File: src/okl_pkg.sv
// Package for the ordered key list: mode, kind and status codes, cell
// operation codes and the control bundle broadcast along the cell row.
// No dependencies.
`default_nettype none

package okl_pkg;

  // Default list depth
  localparam int DEPTH_DEF = 64;

  // Command modes
  localparam logic [2:0] MODE_INS   = 3'd0;
  localparam logic [2:0] MODE_DELK  = 3'd1;
  localparam logic [2:0] MODE_DELF  = 3'd2;
  localparam logic [2:0] MODE_DELB  = 3'd3;
  localparam logic [2:0] MODE_READ  = 3'd4;

  // Result kinds
  localparam logic [1:0] KIND_STAT  = 2'd0;
  localparam logic [1:0] KIND_ELEM  = 2'd1;
  localparam logic [1:0] KIND_EMPTY = 2'd2;

  // Result status codes
  localparam logic [1:0] ST_DONE    = 2'd0;
  localparam logic [1:0] ST_FULL    = 2'd1;
  localparam logic [1:0] ST_EMPTY   = 2'd2;
  localparam logic [1:0] ST_NOFIND  = 2'd3;

  // What every cell does in a cycle
  typedef enum logic [2:0] {
    OP_HOLD = 3'd0,   // keep key
    OP_PUSH = 3'd1,   // take key from the front-side neighbour
    OP_PULL = 3'd2,   // take key from the back-side neighbour
    OP_DROP = 3'd3,   // pull only at and behind the first matching cell
    OP_ROT  = 3'd4    // pull, tail cell takes the head key
  } cell_op_t;

  // Broadcast to all cells
  typedef struct packed {
    cell_op_t    op;
    logic [31:0] key;
  } cell_ctl_t;

endpackage

`default_nettype wire

File: src/okl_cell.sv
// One storage cell of the ordered key list: a key register, an occupancy
// compare against the list length and the first-match chain link.
// Depends on okl_pkg.
`default_nettype none

module okl_cell
  import okl_pkg::*;
#(
  parameter int IDX   = 0,
  parameter int CNT_W = 7
) (
  input  wire logic             clk,
  input  wire cell_ctl_t        ctl,
  input  wire logic [CNT_W-1:0] count,
  input  wire logic [31:0]      left_key,
  input  wire logic [31:0]      right_key,
  input  wire logic [31:0]      head_key,
  input  wire logic             hit_in,
  output logic                  hit_out,
  output logic [31:0]           key_q
);

  logic occupied;
  logic is_tail;
  logic match;

  // Position against the current list length
  assign occupied = count > CNT_W'(IDX);
  assign is_tail  = count == CNT_W'(IDX + 1);

  // First-match chain: once a match is seen, every cell behind it collapses
  assign match   = occupied && (key_q == ctl.key);
  assign hit_out = hit_in | match;

  // Key register
  always_ff @(posedge clk) begin
    case (ctl.op)
      OP_PUSH: key_q <= left_key;
      OP_PULL: key_q <= right_key;
      OP_DROP: begin
        if (hit_out) begin
          key_q <= right_key;
        end
      end
      OP_ROT:  key_q <= is_tail ? head_key : right_key;
      default: key_q <= key_q;
    endcase
  end

endmodule

`default_nettype wire

File: config.mk
export PLATFORM = sky130hd
export DESIGN_NAME = okl_cell
export DESIGN_NICKNAME = d
export VERILOG_FILES = /design/src/okl_pkg.sv /design/src/okl_cell.sv
export SDC_FILE = /design/constraint.sdc
export NUM_CORES = 1
export LEC_CHECK = 0
export ABC_AREA = 1
export BUFFER_PORTS_ARGS = -buffer_cell sky130_fd_sc_hd__buf_4
export CAP_MARGIN = 20
export CORE_ASPECT_RATIO = 1.2
export CORE_MARGIN = 2
export CORE_UTILIZATION = 40
export CTS_CLUSTER_DIAMETER = 120
export DETAILED_ROUTE_END_ITERATION = 6
export PLACE_DENSITY_LB_ADDON = 0.1
export SYNTH_ARGS = -nofsm -noshare
export SYNTH_HDL_FRONTEND = slang
export SYNTH_SLANG_ARGS = --single-unit
File: constraint.sdc
create_clock -name clk -period 5 [get_ports clk]
set_clock_uncertainty 0.1 [all_clocks]
set_input_delay 1 -clock clk [delete_from_list [all_inputs] [get_ports clk]]
set_output_delay 1 -clock clk [all_outputs]
set_load 0.01 [all_outputs]
After elaboration in Yosys (flattened, before gate mapping). Index checks and enable logic that the tools add are counted.

Flip-flop bits (word level): 32. Input port bits: 140. Output and inout port bits: 33. Logic and storage cells: 16.

$lt $le $gt $ge: 1. Eq/ne operators: 7. Multiplexer cells: 3. Bitwise gates (word level): 1. Reduce and logical (&&, ||, !) cells: 3.

Operators with widths (number): $pmux W32 S4 (1); $mux W32 (2); $eq A32 B32 Y1 (1); $eq A7 B1 Y1 const B (1); $gt A7 B1 Y1 const B (1); $eq A3 B2 Y1 const B (2); $reduce_bool A4 Y1 (1); $eq A3 B1 Y1 const B (1); $eq A3 B3 Y1 const B (1); $ne A2 B2 Y1 const B (1); $reduce_and A2 Y1 (1); $logic_and A1 B1 Y1 (1); $or A1 B1 Y1 (1).

Logic depth before layout (Yosys ltp). Gate-level depths: netlist of run 1.

Word-level depth: 5. Depth in mapped cells: 11.

Worst setup path before layout of run 1. No wires, ideal clock.

Path kind: input to output. Start: input port count[5]. End: output port hit_out. Data arrival time: 1.616 ns. Required time: 3.900 ns. Slack: 2.284 ns. Stages: 6. Path buffers: 0. Cell sequence: nor3_1 -> nand3_1 -> nand3_1 -> nor2_1 -> nand2_1 -> nand2_1.

Longest elaborated chain between the ends: 3.

RTL lines: from (decl) (line okl_cell.sv:14) `input wire logic [CNT_W-1:0] count,`; $gt A7 B1 Y1 (line okl_cell.sv:28) `assign occupied = count > CNT_W'(IDX);`; $logic_and A1 B1 Y1 (line okl_cell.sv:32) `assign match = occupied && (key_q == ctl.key);`; $or A1 B1 Y1 (line okl_cell.sv:33) `assign hit_out = hit_in | match;`; to (decl) (line okl_cell.sv:19) `output logic hit_out,`.

Every way passes these cells.

Worst setup path in the final report of run 1. Ends and elaborated chain as after synthesis.

==> results by group, run 1 <==
Run status
  – Outcome: finished, final reports clean

Cells and area
  – Antenna fix cells: 0
  – Layout cells sized above 1: 0.454
  – Layout fillers: 543
  – Finished Cell Area: just under 0.004 sq mm
  – Max reg flops: 32
  – Syn-to-layout area delta: 57.7%
  – Finished Core Util: 0.650
  – Top Registers: key_q x32
  – Net count, final: 615
  – Cell Count, Final, Fillers Out: 558
  – Register bank with the most flops: key_q

Clocking
  – CTS Buffer Depth: 2
  – Clk slew on worst S/H paths: 70 ps
  – TritonCTS Buffers: 5
  – Htree depth: 2
  – Post-cts gate resize count: 0
  – CTS tree: built
  – CTS Hold Bufs: 0
  – Setup bufs post-CTS: 0
  – Clk root buf: clkbuf_8
  – Clock Latency Late Sink: approximately 280 ps
  – Clk sinks: 32

Worst setup path
  – Data required, critical path: 3900 ps
  – Setup crit start kind: primary input
  – Crit path launch: count[5]
  – Flop-to-flop setup slack: slightly below 3000 ps
  – Worst r2r path cells: 10
  – Crit Path Class: in2out
  – Worst reg2reg startpoint: key_q[28]$_DFFE_PP_
  – Crit Path Max Fanout: 2
  – Setup crit end: hit_out
  – Reg-to-Reg End: key_q[21]$_DFFE_PP_
  – Worst path arrival time: approximately 1900 ps
  – Setup crit end kind: output port

Floorplan
  – Die Wd: about 76 microns
  – Total core area: ~0.0061 sq mm
  – Die footprint: 0.00688 sq mm
  – Std cell rows: 31
  – Initial Util: 0.412
  – Die Span Y: just over 90 microns
  – Ports: 173

Pwr
  – Combinational share of power: 0.341
  – Pint: 603 uW
  – Clock power frac: 0.225
  – Switching power: 243 uW
  – Total Power: 846 uW
  – Share of power burned in registers: 0.435
  – Leak: 1.81 nW
  – VDD IR-drop max: 0.122 mV
  – Switching share of power: 0.287
  – P per Cell Area: 215 mW/mm^2

Logic synthesis
  – Multiplexer share of the synthesized area: 0
  – #FFs+latches synth: 32
  – Syn Inst Count: 307
  – Synth top area cells: edfxtp_1, a21oi_2, o211ai_1, nand2_1, xnor2_1
  – Post-synth top area share: 0.385
  – Ys Warns: 0
  – Syn nets: 447
  – Adder and majority gate portion of the synthesized area: 0
  – EDFF count, synth: 32
  – Average cell area after synthesis: 8.12 sq um
  – Xor/xnor share of the synthesized area: 0.0913
  – Netlist cell types: 20
  – Post-synthesis compound-gate area fraction: 0.277
  – Post-Syn Area: about 0.0025 sq mm
  – FFs w/ async S/R, synth: 0
  – Post-synth top area cell: edfxtp_1
  – Sequential fraction of the synthesis area: 0.385
  – Largest family of logic cells by synthesized area: compound AO/OA/AOI/OAI gates
  – Primary FF master, synth: edfxtp_1
  – Most frequent cell after synthesis: nand2_1
  – Top cells by instance count after synthesis: nand2_1, inv_1, o21ai_1
  – Synth Area in Simple Gates: 0.141

Timing
  – Tightest Pin Transition: 888 ps
  – Final Hold Viols: 0
  – Post-route clock period utilization: 0.608
  – RSZ-0062 raised after global routing: no
  – Hold slack final: a little over 900 ps
  – Fin worst setup slack: between 1500 and 2000 ps
  – Setup Viol. Count Final: 0
  – Setup TNS: 0 ps
  – Final period demand of the worst path: 3040 ps
  – Max-slew violation count: 0
  – Slew headroom: 0.407
  – Max frequency: approximately 330 MHz

Routing
  – DR iter-0 viols: 232
  – Vias per inst: 4.94
  – Average wire per standard cell: 14.0 microns
  – Drt pass-1 iters: 4
  – Routed Antenna Nets: 0
  – DRC Markers: 0
  – Total Wirelength: slightly below 8000 microns
  – Via count: 2759

Place
  – Area after DPL: slightly below 0.004 sq mm
  – RePlAce Congestion: 0.801
  – HPWL after DPL: approximately 6000 microns
  – Pre-CTS WS: 1930 ps
  – Port Buffers: 172
  – Placed cell count: 550

Job
  – Max-cap violations: 0

GRT
  – Remaining global-route overflow: 0
  – GRT Util Overall: 0.228
  – Largest net degree at the start of global routing: 35
  – Initial antenna violation count: 0
  – Vias in the first global route: 2661
  – First-pass GRT wire length: 12500 microns

Min path
  – Worst Hold Class: in2reg
  – Hold Path Origin: left_key[7]
[logic make-up (layout without fill, tap and decap cells)]
family          after synthesis  in the layout
flops                        32             32
compound gates              101            101
xor+xnor                     26             26
buf+inv                      61            230
simple gates                 87             87
[placed cells by master (no fill, tap or decap), types with 2 or more instances in the layout]
| cell type | count |
|---|---|
| buf_4 | 175 |
| nand2_1 | 63 |
| inv_1 | 43 |
| o21ai_1 | 35 |
| o211ai_1 | 32 |
| edfxtp_1 | 32 |
| a21oi_2 | 29 |
| xnor2_1 | 22 |
| nor2_1 | 15 |
| clkbuf_8 | 5 |
| a21oi_1 | 4 |
| nand3_1 | 4 |
| xor2_1 | 4 |
| inv_2 | 3 |
| nor3_1 | 2 |
| clkbuf_1 | 2 |
[how the worst min path moves through the flow]
stage / endpoint / slack (ps) / cells after the start
2_1_floorplan: key_q[0]$_DFFE_PP_ / 1120 / 2
3_3_place_gp: key_q[10]$_DFFE_PP_ / 1210 / 3
3_5_place_dp: key_q[17]$_DFFE_PP_ / 1210 / 3
4_1_cts: key_q[7]$_DFFE_PP_ / 910 / 3
5_1_grt: key_q[7]$_DFFE_PP_ / 920 / 3
6_report: key_q[7]$_DFFE_PP_ / 920 / 3
[metal layers]
layer  GRT usage  share of wire  up-vias  routed length [microns]
li1            -              -     1382                        -
met1       0.250           0.37     1239                     2870
met2       0.416           0.53      119                     4140
met3      0.0470          0.070       19                      549
met4       0.112          0.034        0                      262
met5           0              0        -                        0
[worst max-delay path, stage by stage]
cell and delay, ps:
buf_4 110, nor3_1 270, nand3_1 140, nand3_1 100, nor2_1 50, nand2_1 70, nand2_1 50, buf_4 150
[cell type report]
cell class / count / area [sq um] / share of cell area
clock buffers: 7 / 76.3 / 0.0194
clock inverters: 1 / 3.75 / 0.000955
inverters: 46 / 173 / 0.0439
multi-input cells: 214 / 1270 / 0.324
flip-flops and latches: 32 / 961 / 0.244
well taps: 82 / 103 / 0.0261
repair buffers: 176 / 1340 / 0.341
[power by group through the flow]
stage | clock, mW | combinational [mW] | sequential (mW)
finish | 0.190 | 0.288 | 0.367
global route | 0.204 | 0.314 | 0.372
CTS | 0.195 | 0.291 | 0.368
detailed placement | 0 | 0.290 | 0.373
global placement | 0 | 0.283 | 0.372
floorplan | 0 | 0.109 | 0.386
No activity file was read; power rests on OpenSTA's default activity.
==> run 2, diff against run 1 <==
- clock period: 5 -> 2.8 ns (I/O delays scaled with it)
==> results by group, run 2 (same netlist as run 1, synthesis figures left out) <==
Run status
  – Outcome: finished, final reports clean (unchanged)

Worst setup path
  – Worst r2r path cells: 10 (unchanged)
  – Crit Path Max Fanout: 2 (unchanged)
  – Crit path launch: key_q[29]$_DFFE_PP_ (was count[5])
  – Reg-to-Reg End: key_q[12]$_DFFE_PP_ (was key_q[21]$_DFFE_PP_)
  – Worst path arrival time: 1590 ps (was 1940 ps)
  – Crit Path Class: reg2out (was in2out)
  – Slowest stage delay, CP: 420 ps (was 270 ps)
  – Setup crit end kind: output port (unchanged)
  – Data required, critical path: 2140 ps (was 3900 ps)
  – Worst reg2reg startpoint: key_q[29]$_DFFE_PP_ (was key_q[28]$_DFFE_PP_)
  – Setup crit start kind: register (was primary input)
  – Slowest CP cell: edfxtp_1 (was nor3_1)
  – Flop-to-flop setup slack: 800 ps (was 2940 ps)
  – Setup crit end: hit_out (unchanged)
  – Most frequent CP cell: nand2_1
  – Crit path cell chain: xnor2_1 -> nand2_1 -> nor2_1 -> nand3_1 -> nor2_1 -> nand2_1 -> nand2_1 -> buf_4 (was buf_4 -> nor3_1 -> nand3_1 -> nand3_1 -> nor2_1 -> nand2_1 -> nand2_1 -> buf_4)

Place
  – HPWL after DPL: 6180 microns (was 6010 microns)
  – Port Buffers: 172 (unchanged)
  – RePlAce Congestion: 0.771 (was 0.801)

Floorplan
  – Die Span Y: 90.5 microns (unchanged)
  – Total core area: 0.00605 sq mm (unchanged)
  – Initial Util: 0.412 (unchanged)
  – Die footprint: 0.00688 sq mm (unchanged)
  – Std cell rows: 31 (unchanged)
  – Ports: 173 (unchanged)
  – Die Wd: 76.1 microns (unchanged)

Routing
  – Vias per inst: 4.97 (was 4.94)
  – Routed Antenna Nets: 0 (unchanged)
  – DR iter-0 viols: 103 (was 232)
  – Via count: 2784 (was 2759)
  – Average wire per standard cell: 14.0 microns (about the same)
  – DRC Markers: 0 (unchanged)
  – Drt pass-1 iters: 4 (unchanged)
  – Total Wirelength: 7840 microns (was 7820 microns)

Min path
  – Worst Hold Class: in2reg (unchanged)
  – WHS Path Cells: 3 (unchanged)

Pwr
  – P per Cell Area: 386 mW/mm^2 (was 215 mW/mm^2)
  – Share of power burned in registers: 0.432 (was 0.435)
  – VDD IR-drop max: 0.191 mV (was 0.122 mV)
  – Switching share of power: 0.290 (was 0.287)
  – Total Power: 1.51 mW (was 846 uW)
  – Pint: 1.08 mW (was 603 uW)
  – Leak: 1.81 nW (about the same)
  – Switching power: 438 uW (was 243 uW)
  – Combinational share of power: 0.341 (about the same)
  – Clock power frac: 0.227 (was 0.225)

Timing
  – Tightest Pin Transition: 898 ps (was 888 ps)
  – Final Hold Viols: 0 (unchanged)
  – Max-slew violation count: 0 (unchanged)
  – Setup TNS: 0 ps (unchanged)
  – Final period demand of the worst path: roughly 2300 ps
  – Post-route clock period utilization: 0.804
  – Max frequency: 444 MHz
  – RSZ-0062 raised after global routing: no (unchanged)
  – Slew headroom: 0.401 (was 0.407)
  – Hold slack final: 474 ps (was 919 ps)
  – Setup Viol. Count Final: 0 (unchanged)

Clocking
  – Clk slew on worst S/H paths: 70 ps (about the same)
  – Clk sinks: 32 (unchanged)
  – TritonCTS Buffers: 5 (unchanged)
  – CTS Buffer Depth: 2 (unchanged)
  – CTS Hold Bufs: 0 (unchanged)
  – Htree depth: 2 (unchanged)
  – Clock Latency Late Sink: 290 ps (was 280 ps)
  – CTS tree: built (unchanged)
  – Clk root buf: clkbuf_8 (unchanged)
  – Setup bufs post-CTS: 0 (unchanged)
  – Post-cts gate resize count: 0 (unchanged)

Cells and area
  – Area used by multi-input combinational logic: 0.00127 sq mm (unchanged)
  – Layout cells sized above 1: 0.456 (was 0.454)
  – Most frequent cells in the layout: buf_4, nand2_1, inv_1, o21ai_1 (unchanged)
  – Seq. cell area: 961 sq um (unchanged)
  – Most common cell after layout, fill and taps aside: buf_4 (unchanged)
  – Register bank with the most flops: key_q (unchanged)
  – Top Registers: key_q x32 (unchanged)
  – Net count, final: 617 (was 615)
  – Layout fillers: 568 (was 543)
  – Antenna fix cells: 0 (unchanged)
  – Syn-to-layout area delta: 57.5% (was 57.7%)
  – Max reg flops: 32 (unchanged)

GRT
  – Remaining global-route overflow: 0 (unchanged)
  – Initial antenna violation count: 0 (unchanged)
  – Vias in the first global route: 2689 (was 2661)
  – GRT Util Overall: 0.226 (was 0.228)
  – Largest net degree at the start of global routing: 65 (was 35)
  – First-pass GRT wire length: 12500 microns (about the same)

Job
  – Max-cap violations: 0 (unchanged)
==> run 2: metrics by stage <==
step,std cells,area (sq um),util,worst slack (ps)
after floorplan,307,2490,-,532
after CTS,560,3930,0.649,543
final,560,3930,0.649,548
after global placement,552,3850,0.636,551
after detailed placement,552,3850,0.636,529
after global routing,560,3930,0.649,396
==> run 2: layout make-up <==
class	instances	area share
Clock buffer	7	0.0194
Multi-Input combinational cell	214	0.324
Inverter	46	0.0440
Timing Repair Buffer	178	0.340
Tap cell	82	0.0261
Clock inverter	1	0.000956
Sequential cell	32	0.245
==> run 2: worst min-delay path by stage <==
stage	startpoint	to	slack [ps]
after global placement	left_key[24]	key_q[24]$_DFFE_PP_	760
after global routing	left_key[4]	key_q[4]$_DFFE_PP_	480
final	left_key[4]	key_q[4]$_DFFE_PP_	470
after floorplan	left_key[0]	key_q[0]$_DFFE_PP_	680
after CTS	left_key[4]	key_q[4]$_DFFE_PP_	480
after detailed placement	left_key[3]	key_q[3]$_DFFE_PP_	770
==> run 2: layer usage <==
layer  track usage  vias up  share of wire
li1              -     1378              -
met4        0.0818        0          0.021
met1         0.235     1275           0.36
met5             0        -              0
met2         0.429      118           0.54
met3        0.0640       13          0.084
==> run 2: power groups by stage <==
| stage | clock network (mW) | registers, mW | logic [mW] |
|---|---|---|---|
| final | 0.344 | 0.654 | 0.516 |
| after global routing | 0.366 | 0.662 | 0.564 |
| after CTS | 0.347 | 0.655 | 0.521 |
| after global placement | 0 | 0.663 | 0.508 |
| after detailed placement | 0 | 0.665 | 0.519 |
| after floorplan | 0 | 0.689 | 0.195 |
==> run 2: critical path: cells and delay by family, from the launching register on <==
family        cells  cell delay [ps]
simple gates      6              600
buf+inv           1              120
flops             1              420
xor+xnor          1              160
